--- config.mk ---
export PLATFORM = sky130hd
export DESIGN_NAME = light_level_dark_detector
export DESIGN_NICKNAME = d
export VERILOG_FILES = /design/src/rtl/core/lldd_pkg.sv /design/src/rtl/core/lldd_accum.sv /design/src/rtl/core/lldd_decide.sv /design/src/rtl/core/light_level_dark_detector.sv
export SDC_FILE = /design/constraint.sdc
export NUM_CORES = 1
export LEC_CHECK = 0
export ABC_AREA = 1
export BUFFER_PORTS_ARGS = -buffer_cell sky130_fd_sc_hd__clkbuf_2
export CORE_MARGIN = 3
export CORE_UTILIZATION = 60
export DETAILED_ROUTE_END_ITERATION = 10
export PLACE_DENSITY = 0.88
export SLEW_MARGIN = 20
export SYNTH_ARGS = -nofsm -noshare
export SYNTH_HDL_FRONTEND = slang
export SYNTH_HIERARCHICAL = 1
export SYNTH_SLANG_ARGS = --single-unit
--- constraint.sdc ---
create_clock -name clk -period 8.74 [get_ports clk]
set_input_delay 1.748 -clock clk [delete_from_list [all_inputs] [get_ports clk]]
set_output_delay 1.748 -clock clk [all_outputs]
set_load 0.01 [all_outputs]
--- src/rtl/core/lldd_pkg.sv ---
package lldd_pkg;

    // block length, a power of two so the mean is a plain shift
    localparam int SAMPLES_PER_AVERAGE = 16;

    localparam int SAMPLE_W    = 10;
    localparam int TIME_W      = 32;
    localparam int MODE_W      = 2;
    localparam int OFFSET_W    = 4;
    localparam int DEBOUNCE_W  = 16;
    localparam int DWELL_W     = 24;
    localparam int CFG_DATA_W  = 24;
    localparam int CFG_INDEX_W = 2;

    localparam int AVG_SHIFT = $clog2(SAMPLES_PER_AVERAGE);
    localparam int SUM_W     = SAMPLE_W + AVG_SHIFT;
    localparam int CNT_W     = (SAMPLES_PER_AVERAGE > 1) ? AVG_SHIFT : 1;
    localparam logic [CNT_W-1:0] LAST_COUNT = CNT_W'(SAMPLES_PER_AVERAGE - 1);

    localparam int DARK_BASE      = 640;
    localparam int LIGHT_BASE     = 580;
    localparam int SHIFT_PER_UNIT = 20;
    localparam int OFFSET_LIMIT   = 5;

    localparam logic [DEBOUNCE_W-1:0] DEBOUNCE_RESET = DEBOUNCE_W'(5000);
    localparam logic [DWELL_W-1:0]    DWELL_RESET    = DWELL_W'(60000);

    localparam logic [CFG_INDEX_W-1:0] CFG_CAL_OFFSET = CFG_INDEX_W'(0);
    localparam logic [CFG_INDEX_W-1:0] CFG_DEBOUNCE   = CFG_INDEX_W'(1);
    localparam logic [CFG_INDEX_W-1:0] CFG_DWELL      = CFG_INDEX_W'(2);

    localparam logic [MODE_W-1:0] MODE_WAITING = MODE_W'(0);
    localparam logic [MODE_W-1:0] MODE_RUNNING = MODE_W'(1);

    typedef struct packed {
        logic [SAMPLE_W-1:0] sample;
        logic [TIME_W-1:0]   now_ms;
        logic [MODE_W-1:0]   macro_state;
    } in_t;

    typedef struct packed {
        logic [SAMPLE_W-1:0] average;
        logic                raw_dark;
        logic                debounced_dark;
        logic                start_show;
        logic                stop_show;
    } out_t;

    typedef struct packed {
        logic signed [OFFSET_W-1:0] cal_offset;
        logic [DEBOUNCE_W-1:0]      debounce_ms;
        logic [DWELL_W-1:0]         dwell_ms;
    } cfg_t;

    // finished block handed from the accumulator to the decision stage
    typedef struct packed {
        logic                valid;
        logic [SAMPLE_W-1:0] average;
        logic [TIME_W-1:0]   now_ms;
        logic [MODE_W-1:0]   mode;
    } blk_t;

    function automatic int clamp_offset(input logic signed [OFFSET_W-1:0] off);
        int o;
        o = int'(off);
        if (o > OFFSET_LIMIT) o = OFFSET_LIMIT;
        if (o < -OFFSET_LIMIT) o = -OFFSET_LIMIT;
        return o;
    endfunction

    function automatic logic [SAMPLE_W-1:0] dark_threshold(
        input logic signed [OFFSET_W-1:0] off);
        int t;
        t = DARK_BASE + clamp_offset(off) * SHIFT_PER_UNIT;
        return SAMPLE_W'(t);
    endfunction

    function automatic logic [SAMPLE_W-1:0] light_threshold(
        input logic signed [OFFSET_W-1:0] off);
        int t;
        t = LIGHT_BASE + clamp_offset(off) * SHIFT_PER_UNIT;
        return SAMPLE_W'(t);
    endfunction

endpackage

--- src/rtl/core/lldd_accum.sv ---
module lldd_accum (
    input  logic                clk,
    input  logic                rst_n,
    input  logic                in_valid,
    output logic                in_ready,
    input  lldd_pkg::in_t       in_data,
    input  logic                blk_take,
    output lldd_pkg::blk_t      blk
);

    logic [lldd_pkg::SUM_W-1:0]    sum_reg, sum_next, sum_add;
    logic [lldd_pkg::CNT_W-1:0]    cnt_reg, cnt_next;
    logic                          blk_valid_reg, blk_valid_next;
    logic [lldd_pkg::SAMPLE_W-1:0] avg_reg;
    logic [lldd_pkg::TIME_W-1:0]   now_reg;
    logic [lldd_pkg::MODE_W-1:0]   mode_reg;
    logic                          accept;
    logic                          last;

    assign in_ready = !blk_valid_reg || blk_take;
    assign accept   = in_valid && in_ready;
    assign sum_add  = sum_reg + lldd_pkg::SUM_W'(in_data.sample);
    assign last     = (cnt_reg == lldd_pkg::LAST_COUNT);

    always_comb
    begin
        sum_next       = sum_reg;
        cnt_next       = cnt_reg;
        blk_valid_next = blk_valid_reg;
        if (blk_take)
        begin
            blk_valid_next = 1'b0;
        end
        if (accept)
        begin
            if (last)
            begin
                sum_next       = '0;
                cnt_next       = '0;
                blk_valid_next = 1'b1;
            end
            else
            begin
                sum_next = sum_add;
                cnt_next = cnt_reg + lldd_pkg::CNT_W'(1);
            end
        end
    end

    always_ff @(posedge clk or negedge rst_n)
    begin
        if (!rst_n)
        begin
            sum_reg       <= '0;
            cnt_reg       <= '0;
            blk_valid_reg <= 1'b0;
        end
        else
        begin
            sum_reg       <= sum_next;
            cnt_reg       <= cnt_next;
            blk_valid_reg <= blk_valid_next;
        end
    end

    // mean is the top bits of the block sum
    always_ff @(posedge clk)
    begin
        if (accept && last)
        begin
            avg_reg  <= sum_add[lldd_pkg::AVG_SHIFT +: lldd_pkg::SAMPLE_W];
            now_reg  <= in_data.now_ms;
            mode_reg <= in_data.macro_state;
        end
    end

    assign blk.valid   = blk_valid_reg;
    assign blk.average = avg_reg;
    assign blk.now_ms  = now_reg;
    assign blk.mode    = mode_reg;

endmodule

--- src/rtl/core/lldd_decide.sv ---
module lldd_decide (
    input  logic           clk,
    input  logic           rst_n,
    input  lldd_pkg::blk_t blk,
    input  lldd_pkg::cfg_t cfg,
    output logic           blk_take,
    output logic           out_valid,
    input  logic           out_ready,
    output lldd_pkg::out_t out_data
);

    logic                          prev_raw_reg, prev_raw_next;
    logic                          committed_reg, committed_next;
    logic [lldd_pkg::TIME_W-1:0]   raw_time_reg, raw_time_next;
    logic [lldd_pkg::TIME_W-1:0]   commit_time_reg, commit_time_next;
    logic                          out_valid_reg, out_valid_next;
    lldd_pkg::out_t                out_reg;
    lldd_pkg::out_t                out_next;

    logic [lldd_pkg::SAMPLE_W-1:0] dark_t, light_t;
    logic [lldd_pkg::TIME_W-1:0]   since_raw, since_commit;
    logic                          raw, stable, dwelt, allowed, start, stop;

    assign blk_take = blk.valid && (!out_valid_reg || out_ready);

    assign dark_t  = lldd_pkg::dark_threshold(cfg.cal_offset);
    assign light_t = lldd_pkg::light_threshold(cfg.cal_offset);

    always_comb
    begin
        // schmitt trigger, direction from the committed state
        if (!committed_reg)
            raw = (blk.average > dark_t);
        else
            raw = !(blk.average < light_t);

        raw_time_next = (raw != prev_raw_reg) ? blk.now_ms : raw_time_reg;
        since_raw     = blk.now_ms - raw_time_next;
        since_commit  = blk.now_ms - commit_time_reg;
        stable        = since_raw >= lldd_pkg::TIME_W'(cfg.debounce_ms);
        dwelt         = since_commit > lldd_pkg::TIME_W'(cfg.dwell_ms);
        allowed       = stable && dwelt;

        start = allowed && raw && (blk.mode == lldd_pkg::MODE_WAITING);
        stop  = allowed && !raw && (blk.mode == lldd_pkg::MODE_RUNNING);

        prev_raw_next    = raw;
        committed_next   = allowed ? raw : committed_reg;
        commit_time_next = (start || stop) ? blk.now_ms : commit_time_reg;

        out_next.average        = blk.average;
        out_next.raw_dark       = raw;
        out_next.debounced_dark = committed_next;
        out_next.start_show     = start;
        out_next.stop_show      = stop;

        out_valid_next = out_valid_reg;
        if (out_ready)
            out_valid_next = 1'b0;
        if (blk_take)
            out_valid_next = 1'b1;
    end

    always_ff @(posedge clk or negedge rst_n)
    begin
        if (!rst_n)
        begin
            prev_raw_reg    <= 1'b1;
            committed_reg   <= 1'b1;
            raw_time_reg    <= '0;
            commit_time_reg <= '0;
            out_valid_reg   <= 1'b0;
        end
        else
        begin
            out_valid_reg <= out_valid_next;
            if (blk_take)
            begin
                prev_raw_reg    <= prev_raw_next;
                committed_reg   <= committed_next;
                raw_time_reg    <= raw_time_next;
                commit_time_reg <= commit_time_next;
            end
        end
    end

    always_ff @(posedge clk)
    begin
        if (blk_take)
            out_reg <= out_next;
    end

    assign out_valid = out_valid_reg;
    assign out_data  = out_reg;

endmodule

--- src/rtl/core/light_level_dark_detector.sv ---
// path: the request that closes a block loads the block register, then the output register
// throughput: one sample request per cycle while in_ready is high, one result per block of samples
// the decision stage holds a single output register; a stalled output backs up
// through the block register to in_ready
// reset: async active low, clears the running sum, sets both dark states,
// zeroes change times and loads the default configuration
module light_level_dark_detector (
    input  logic                                   clk,
    input  logic                                   rst_n,
    // sample requests
    input  logic                                   in_valid,
    output logic                                   in_ready,
    input  lldd_pkg::in_t                          in_data,
    // result requests
    output logic                                   out_valid,
    input  logic                                   out_ready,
    output lldd_pkg::out_t                         out_data,
    // configuration writes
    input  logic                                   cfg_wen,
    input  logic [lldd_pkg::CFG_INDEX_W-1:0]       cfg_index,
    input  logic [lldd_pkg::CFG_DATA_W-1:0]        cfg_wdata
);

    // configuration registers
    logic signed [lldd_pkg::OFFSET_W-1:0] cal_offset_reg;
    logic [lldd_pkg::DEBOUNCE_W-1:0]      debounce_reg;
    logic [lldd_pkg::DWELL_W-1:0]         dwell_reg;
    lldd_pkg::cfg_t                       cfg;

    // block handoff between the accumulator and the decision stage
    lldd_pkg::blk_t                       blk;
    logic                                 blk_take;

    // register writes; an unused index is dropped
    always_ff @(posedge clk or negedge rst_n)
    begin
        if (!rst_n)
        begin
            cal_offset_reg <= '0;
            debounce_reg   <= lldd_pkg::DEBOUNCE_RESET;
            dwell_reg      <= lldd_pkg::DWELL_RESET;
        end
        else if (cfg_wen)
        begin
            case (cfg_index)
                lldd_pkg::CFG_CAL_OFFSET:
                    cal_offset_reg <= cfg_wdata[lldd_pkg::OFFSET_W-1:0];
                lldd_pkg::CFG_DEBOUNCE:
                    debounce_reg <= cfg_wdata[lldd_pkg::DEBOUNCE_W-1:0];
                lldd_pkg::CFG_DWELL:
                    dwell_reg <= cfg_wdata[lldd_pkg::DWELL_W-1:0];
                default:
                    ;
            endcase
        end
    end

    assign cfg.cal_offset  = cal_offset_reg;
    assign cfg.debounce_ms = debounce_reg;
    assign cfg.dwell_ms    = dwell_reg;

    // running sum over the block, mean registered on the last sample
    lldd_accum u_accum (
        .clk      (clk),
        .rst_n    (rst_n),
        .in_valid (in_valid),
        .in_ready (in_ready),
        .in_data  (in_data),
        .blk_take (blk_take),
        .blk      (blk)
    );

    // hysteresis, debounce and dwell checks, mode requests, output register
    lldd_decide u_decide (
        .clk       (clk),
        .rst_n     (rst_n),
        .blk       (blk),
        .cfg       (cfg),
        .blk_take  (blk_take),
        .out_valid (out_valid),
        .out_ready (out_ready),
        .out_data  (out_data)
    );

endmodule

Word level (Yosys, flattened, before mapping)
Cells that the tools add are included.
Widths: inputs -> output; s select.
{ "word_totals": {"register_bits": 188, "output_inout_bits": 16, "word_cells": 71} }
{ "classes": {"addsub": 6, "mul": 1, "n_lt_le_gt_ge": 6, "n_eq_ne": 5, "muxes": 12, "reduce_logical": 22} }
{ "op_table": {"columns": ["op", "n"], "rows": [
  ["$mux 32", 3],
  ["$sub 32x32->32", 2],
  ["$ge 32x16->1", 1],
  ["$gt 32x24->1", 1],
  ["$lt 32x4->1 const B", 1],
  ["$mul 32x4->8 const B", 1],
  ["$add 10x10->10 const A", 2],
  ["$add 14x10->14", 1],
  ["$mux 14", 1],
  ["$gt 10x10->1", 1],
  ["$lt 10x10->1", 1],
  ["$logic_and 1x1->1", 8],
  ["$reduce_and 2->1", 4],
  ["$mux 1", 7],
  ["$add 4x1->4 const B", 1],
  ["$eq 2x1->1 const B", 2],
  ["$eq 4x4->1 const B", 1],
  ["$gt 4x4->1 const B", 1],
  ["$logic_not 1->1", 4],
  ["$logic_not 2->1", 2],
  ["$mux 4", 1],
  ["$logic_or 1x1->1", 3],
  ["$eq 2x2->1 const B", 1],
  ["$reduce_bool 2->1", 1],
  ["$ne 1x1->1", 1]
]} }

Logic depth before layout (Yosys ltp)
{ "logic_depth": {"ltp_word": 18, "depth_mapped": 60, "ltp_nobuf": 56} }

Hierarchy
The synthesis kept the hierarchy.
{ "modules_own_cells": {"columns": ["mod", "n_inst", "cells_per_inst", "area_each_um2", "seq_area_each_um2"], "rows": [
  ["lldd_decide", 1, 1212, 8637.0, 2099.5],
  ["lldd_accum", 1, 272, 2855.2, 1796.7],
  ["light_level_dark_detector", 1, 198, 1900.6, 1116.1]
]} }

Worst setup path after synthesis
No wires, ideal clock.
{ "synth_timing": {"kind": "register -> register", "start": "register cal_offset_reg[3] (netlist bit)", "end": "register u_decide/commit_time_reg[10] (netlist bit)", "arrival_ns": 7.456, "t_required_ns": 8.621, "setup_slack_ns": 1.164, "path_stages_with_launch": 56, "n_path_buf": 5, "period_less_slack_ns": 7.576, "path_cell_list": "dfrtp_1 -> clkbuf_1 -> nand2_1 -> inv_1 -> nor3_1 -> inv_1 -> ha_1 -> ha_1 -> ha_1 -> or2_2 -> xnor2_1 -> inv_1 -> ha_1 -> nand2_1 -> xnor2_1 -> ha_1 -> a21oi_1 -> o21a_1 -> [... 20 more ...] -> nand2_1 -> xor2_1 -> ha_1 -> a21o_1 -> a21oi_1 -> o21a_1 -> nand2_1 -> clkinv_1 -> nand2_1 -> nor2_1 -> nand3_1 -> nor2_1 -> nand2_2 -> nand4_2 -> nand2_2 -> buf_2 -> nand3_1 -> nand2_1"} }
{ "synth_via": {"elab_chain_len": 18, "elab_cells_between_ends": 23} }
{ "synth_lines": {"columns": ["element", "line_no", "rtl"], "rows": [
  ["start: declaration", "light_level_dark_detector.sv:25", "logic signed [lldd_pkg::OFFSET_W-1:0] cal_offset_reg;"],
  ["start signal: assignment", "light_level_dark_detector.sv:47", "cal_offset_reg <= cfg_wdata[lldd_pkg::OFFSET_W-1:0];"],
  ["$gt 4x4->1", "lldd_pkg.sv:66", "if (o > OFFSET_LIMIT) o = OFFSET_LIMIT;"],
  ["$mux 32 (*)", "lldd_pkg.sv:66", null],
  ["$lt 32x4->1", "lldd_pkg.sv:67", "if (o < -OFFSET_LIMIT) o = -OFFSET_LIMIT;"],
  ["$mux 32 (*)", "lldd_pkg.sv:67", null],
  ["$mul 32x4->8 (*)", "lldd_pkg.sv:74, lldd_pkg.sv:81", null],
  ["$add 10x10->10", "lldd_pkg.sv:81", "t = LIGHT_BASE + clamp_offset(off) * SHIFT_PER_UNIT;"],
  ["$lt 10x10->1", "lldd_decide.sv:35", "raw = !(blk.average < light_t);"],
  ["$logic_not 1->1", "lldd_decide.sv:35", null],
  ["$mux 1 (*)", "lldd_decide.sv:32", "if (!committed_reg)"],
  ["$ne 1x1->1", "lldd_decide.sv:37", "raw_time_next = (raw != prev_raw_reg) ? blk.now_ms : raw_time_reg;"],
  ["$mux 32", "lldd_decide.sv:37", null],
  ["$sub 32x32->32", "lldd_decide.sv:38", "since_raw = blk.now_ms - raw_time_next;"],
  ["$ge 32x16->1", "lldd_decide.sv:40", "stable = since_raw >= lldd_pkg::TIME_W'(cfg.debounce_ms);"],
  ["$logic_and 1x1->1", "lldd_decide.sv:42", "allowed = stable && dwelt;"],
  ["$logic_and 1x1->1, on equally long branches (2 in a row)", "lldd_decide.sv:44, lldd_decide.sv:45", null],
  ["$logic_or 1x1->1 (*)", "lldd_decide.sv:49", "commit_time_next = (start || stop) ? blk.now_ms : commit_time_reg;"],
  ["$reduce_and 2->1 (no line) (*)", null, null],
  ["end signal: assignment", "lldd_decide.sv:82", "commit_time_reg <= commit_time_next;"],
  ["end: declaration", "lldd_decide.sv:15", "logic [lldd_pkg::TIME_W-1:0] commit_time_reg, commit_time_next;"]
]} }
Every way passes the cells marked *; elsewhere a longest branch is shown, timed or not.
A chain may end at the register's enable or synchronous reset.

Worst setup path after layout
{ "layout_timing": {"start": "register cal_offset_reg[2] (netlist bit)", "end": "register u_decide/commit_time_reg[4] (netlist bit)"} }
{ "layout_via": {"elab_chain_len": 18, "elab_cells_between_ends": 23} }
{ "layout_lines": {"columns": ["element", "line_no", "rtl"], "rows": [
  ["$gt 4x4->1", "lldd_pkg.sv:66", null],
  ["$mux 32 (*)", "lldd_pkg.sv:66", null],
  ["$lt 32x4->1", "lldd_pkg.sv:67", null],
  ["$mux 32 (*)", "lldd_pkg.sv:67", null],
  ["$mul 32x4->8 (*)", "lldd_pkg.sv:74, lldd_pkg.sv:81", null],
  ["$add 10x10->10", "lldd_pkg.sv:81", null],
  ["$lt 10x10->1", "lldd_decide.sv:35", null],
  ["$logic_not 1->1", "lldd_decide.sv:35", null],
  ["[... 2 more ...]", null, null],
  ["$mux 32 (*)", "lldd_decide.sv:37", null],
  ["via u_decide.raw_time_next (one bit)", "lldd_decide.sv:14", "logic [lldd_pkg::TIME_W-1:0] raw_time_reg, raw_time_next;"],
  ["$sub 32x32->32 (*)", "lldd_decide.sv:38", null],
  ["$ge 32x16->1 (*)", "lldd_decide.sv:40", null],
  ["$logic_and 1x1->1 (*)", "lldd_decide.sv:42", null],
  ["$logic_and 1x1->1, on equally long branches (2 in a row)", "lldd_decide.sv:44, lldd_decide.sv:45", null],
  ["$logic_or 1x1->1 (*)", "lldd_decide.sv:49", null],
  ["$reduce_and 2->1 (no line) (*)", null, null]
]} }
Mark *: on every way through the listed nets, which the timed path passes. The rest lies on a longest branch.

==> results.json <==
{
  "status": "finished, final reports clean",
  "slew_headroom": 0.273,
  "dpl_worst_slack_ps": -93.4,
  "synth.ff_latch_count": 188,
  "required_ps": 9110,
  "hold_viol": 0,
  "viasPerCell": 5.80,
  "final_cell_count_no_fill": 2044,
  "gp_congestion": 0.918,
  "cpMostUsedCell": "nand2_1",
  "critPathCaptureType": "flop",
  "cts.sinks": 188,
  "num_io_pins": 91,
  "ys_warn_count": 6,
  "synth_top_cell_by_area": "dfrtp_1",
  "max-clock-path-buffers": 2,
  "drt_iter0_markers": 1293,
  "grt_pass1_wl_um": 56100,
  "hp-class": "flop to flop",
  "final_cell_area_um2": 14700,
  "synth.avg_cell_area_um2": 7.96,
  "htreeDepth": 4,
  "cts_buffers": 17,
  "drt-total-wl_um": 34600,
  "cp_data_arrival_time_ps": 8440,
  "placed_cells": 2009,
  "setup_viol": 0,
  "worstSetupStartpointType": "flop",
  "final_util": 0.670,
  "cts_tree": "done",
  "drc": 0,
  "grt_max_degree": 70,
  "cp_max_fo": 18,
  "nNetsFinal": 1963,
  "crit_type": "flop to flop",
  "drive_gt1_frac": 0.116,
  "ctsHoldBuffers": 0,
  "power_leakage_nw": 7.47,
  "clk_latency_ps": 440,
  "powerDensity_nw_per_um2": 389,
  "diodes": 0,
  "ir_drop_v": 0.000230,
  "syn_nets": 1894,
  "max_freq_ghz": 0.124,
  "synth.area.top_cells": "dfrtp_1 22%, edfxtp_1 13%, nand2_1 13%",
  "layout_setup_ws_ps": 669,
  "skew_ps": 16.5,
  "die_area_um2": 24200,
  "critPathMaxStageDelay_ps": 450,
  "gr-usage-all-layers": 0.285,
  "antenna_found_initial": 0,
  "hpwl_um": 25300,
  "area_growth_pct": 9.56,
  "synth_area_um2": 13400,
  "first_global_vias": 11647,
  "synthFlopType": "dfrtp_1",
  "vias": 11849,
  "finalWorstPathRequiredPeriod_ps": 8070,
  "final_cell_mix": "452 x nand2_1, 223 x inv_1, 134 x ha_1",
  "die_y_um": 155,
  "mostFrequentLayoutCell": "nand2_1",
  "worst_pin_slew_ps": 1090,
  "cap_viol_max_count": 0,
  "cts_root_buf": "clkbuf_16",
  "syn-instance-count": 1682,
  "overflow": 0,
  "post-route-period-util": 0.923,
  "drtPass1Iterations": 6,
  "io_buffers": 90,
  "placed_area_um2": 13900,
  "yosysTopAreaCellShare": 0.217,
  "rows": 54,
  "die_w_um": 155,
  "ant_nets": 0,
  "ys_types": 57,
  "start_util": 0.612,
  "async_flop_share": 0.691,
  "synth_enable_flop_cells": 58,
  "yosysSeqAreaShare": 0.374,
  "cpMaxStageDelayCell": "fa_1",
  "wl_per_cell_um": 16.9,
  "final_max_slew_viol_count": 0,
  "clk_pin_slew_ps": 80,
  "core_um2": 21900
}
## worst paths after layout
check                                                          end  cells after the start                          start  slack, ps
max                        u_decide/commit_time_reg[4]$_DFFE_PN0P_                     53  cal_offset_reg[2]$_DFFE_PN0P_        670
min                                 u_decide/out_data[6]$_DFFE_PP_                      0   u_accum/avg_reg[2]$_DFFE_PP_        460
max reg2reg                u_decide/commit_time_reg[4]$_DFFE_PN0P_                     53  cal_offset_reg[2]$_DFFE_PN0P_        670
min reg2reg                         u_decide/out_data[6]$_DFFE_PP_                      0   u_accum/avg_reg[2]$_DFFE_PP_        460
max in group asynchronous           u_decide/out_valid$_DFFE_PN0P_                      2                          rst_n       6110
min in group asynchronous                dwell_reg[18]$_DFFE_PN0P_                      1                          rst_n       1280
## cell usage after synthesis (5+ instances only)
master,count
nor3_1,21
inv_2,7
dfstp_2,14
nand3b_1,6
a21oi_1,96
o21ai_1,6
edfxtp_1,58
ha_1,134
o21a_1,6
xnor2_1,16
and2_1,7
clkbuf_1,15
dfrtp_1,116
o21ai_0,82
a211oi_1,9
nand3_1,87
a21oi_2,5
nand2_1,454
buf_4,11
mux2i_1,24
inv_1,223
a21o_1,8
nand4_1,58
buf_2,8
nand4_2,8
buf_6,10
xor2_1,40
nor2_2,5
nor2_1,85
nand2_2,14
## worst max-delay path, delay by kind of cell (launching register included)
family	cells	cell delay, ps
xor gates and xnor gates	3	450
buffers and inverters	7	590
DFF	1	420
and+or+nand+nor	28	3550
AOI/OAI and AO/OA	8	1190
adders and majority gates	7	1780
## routing by layer
| metal | vias up | global-route usage | part of all wire |
|---|---|---|---|
| met4 | 0 | 0.107 | 0.032 |
| met1 | 5586 | 0.364 | 0.41 |
| met2 | 463 | 0.480 | 0.48 |
| li1 | 5724 | - | - |
| met3 | 76 | 0.0587 | 0.075 |
| met5 | - | 0 | 0 |
## what timing repair did
| action | CTS | global route |
|---|---|---|
| gates cloned | 0 | 3 |
| resized for setup | 2 | 19 |
| endpoints found under the setup margin | 32 | 36 |
| pin swaps | 0 | 2 |
| setup buffers | 0 | 0 |
## cell type report
type                    instances  area [µm²]
multi-input cells            1218        7350
fillers                      1708        7220
flip-flops and latches        188        5010
inverters                     233         878
repair buffers                 93         492
clock buffers                  20         440
well taps                     280         350
clock inverters                12         146
## power breakdown
part           internal, mW  leakage, nW  switching (mW)
Clock                 0.413        0.290           0.383
Combinational          1.34         5.05            2.22
Sequential             1.19         2.13           0.169
Total                  2.94         7.47            2.77
## logic make-up after synthesis
family	share of synthesized area
buffers and inverters	0.0878
AND/OR/NAND/NOR	0.252
AO/OA/AOI/OAI	0.101
multiplexers	0.0179
adder cells (fa/ha/maj)	0.130
flip-flops	0.374
XOR/XNOR	0.0378
## stage by stage
step / TNS [ps] / power, mW / hold slack (ps)
floorplan: 0 / 4.01 / 426
global placement: 0 / 4.61 / 438
detailed placement: -758 / 4.75 / 437
CTS: 0 / 5.59 / 466
global route: -16.2 / 6.25 / 474
finish: 0 / 5.71 / 460
No activity file was read; power rests on OpenSTA's default activity.
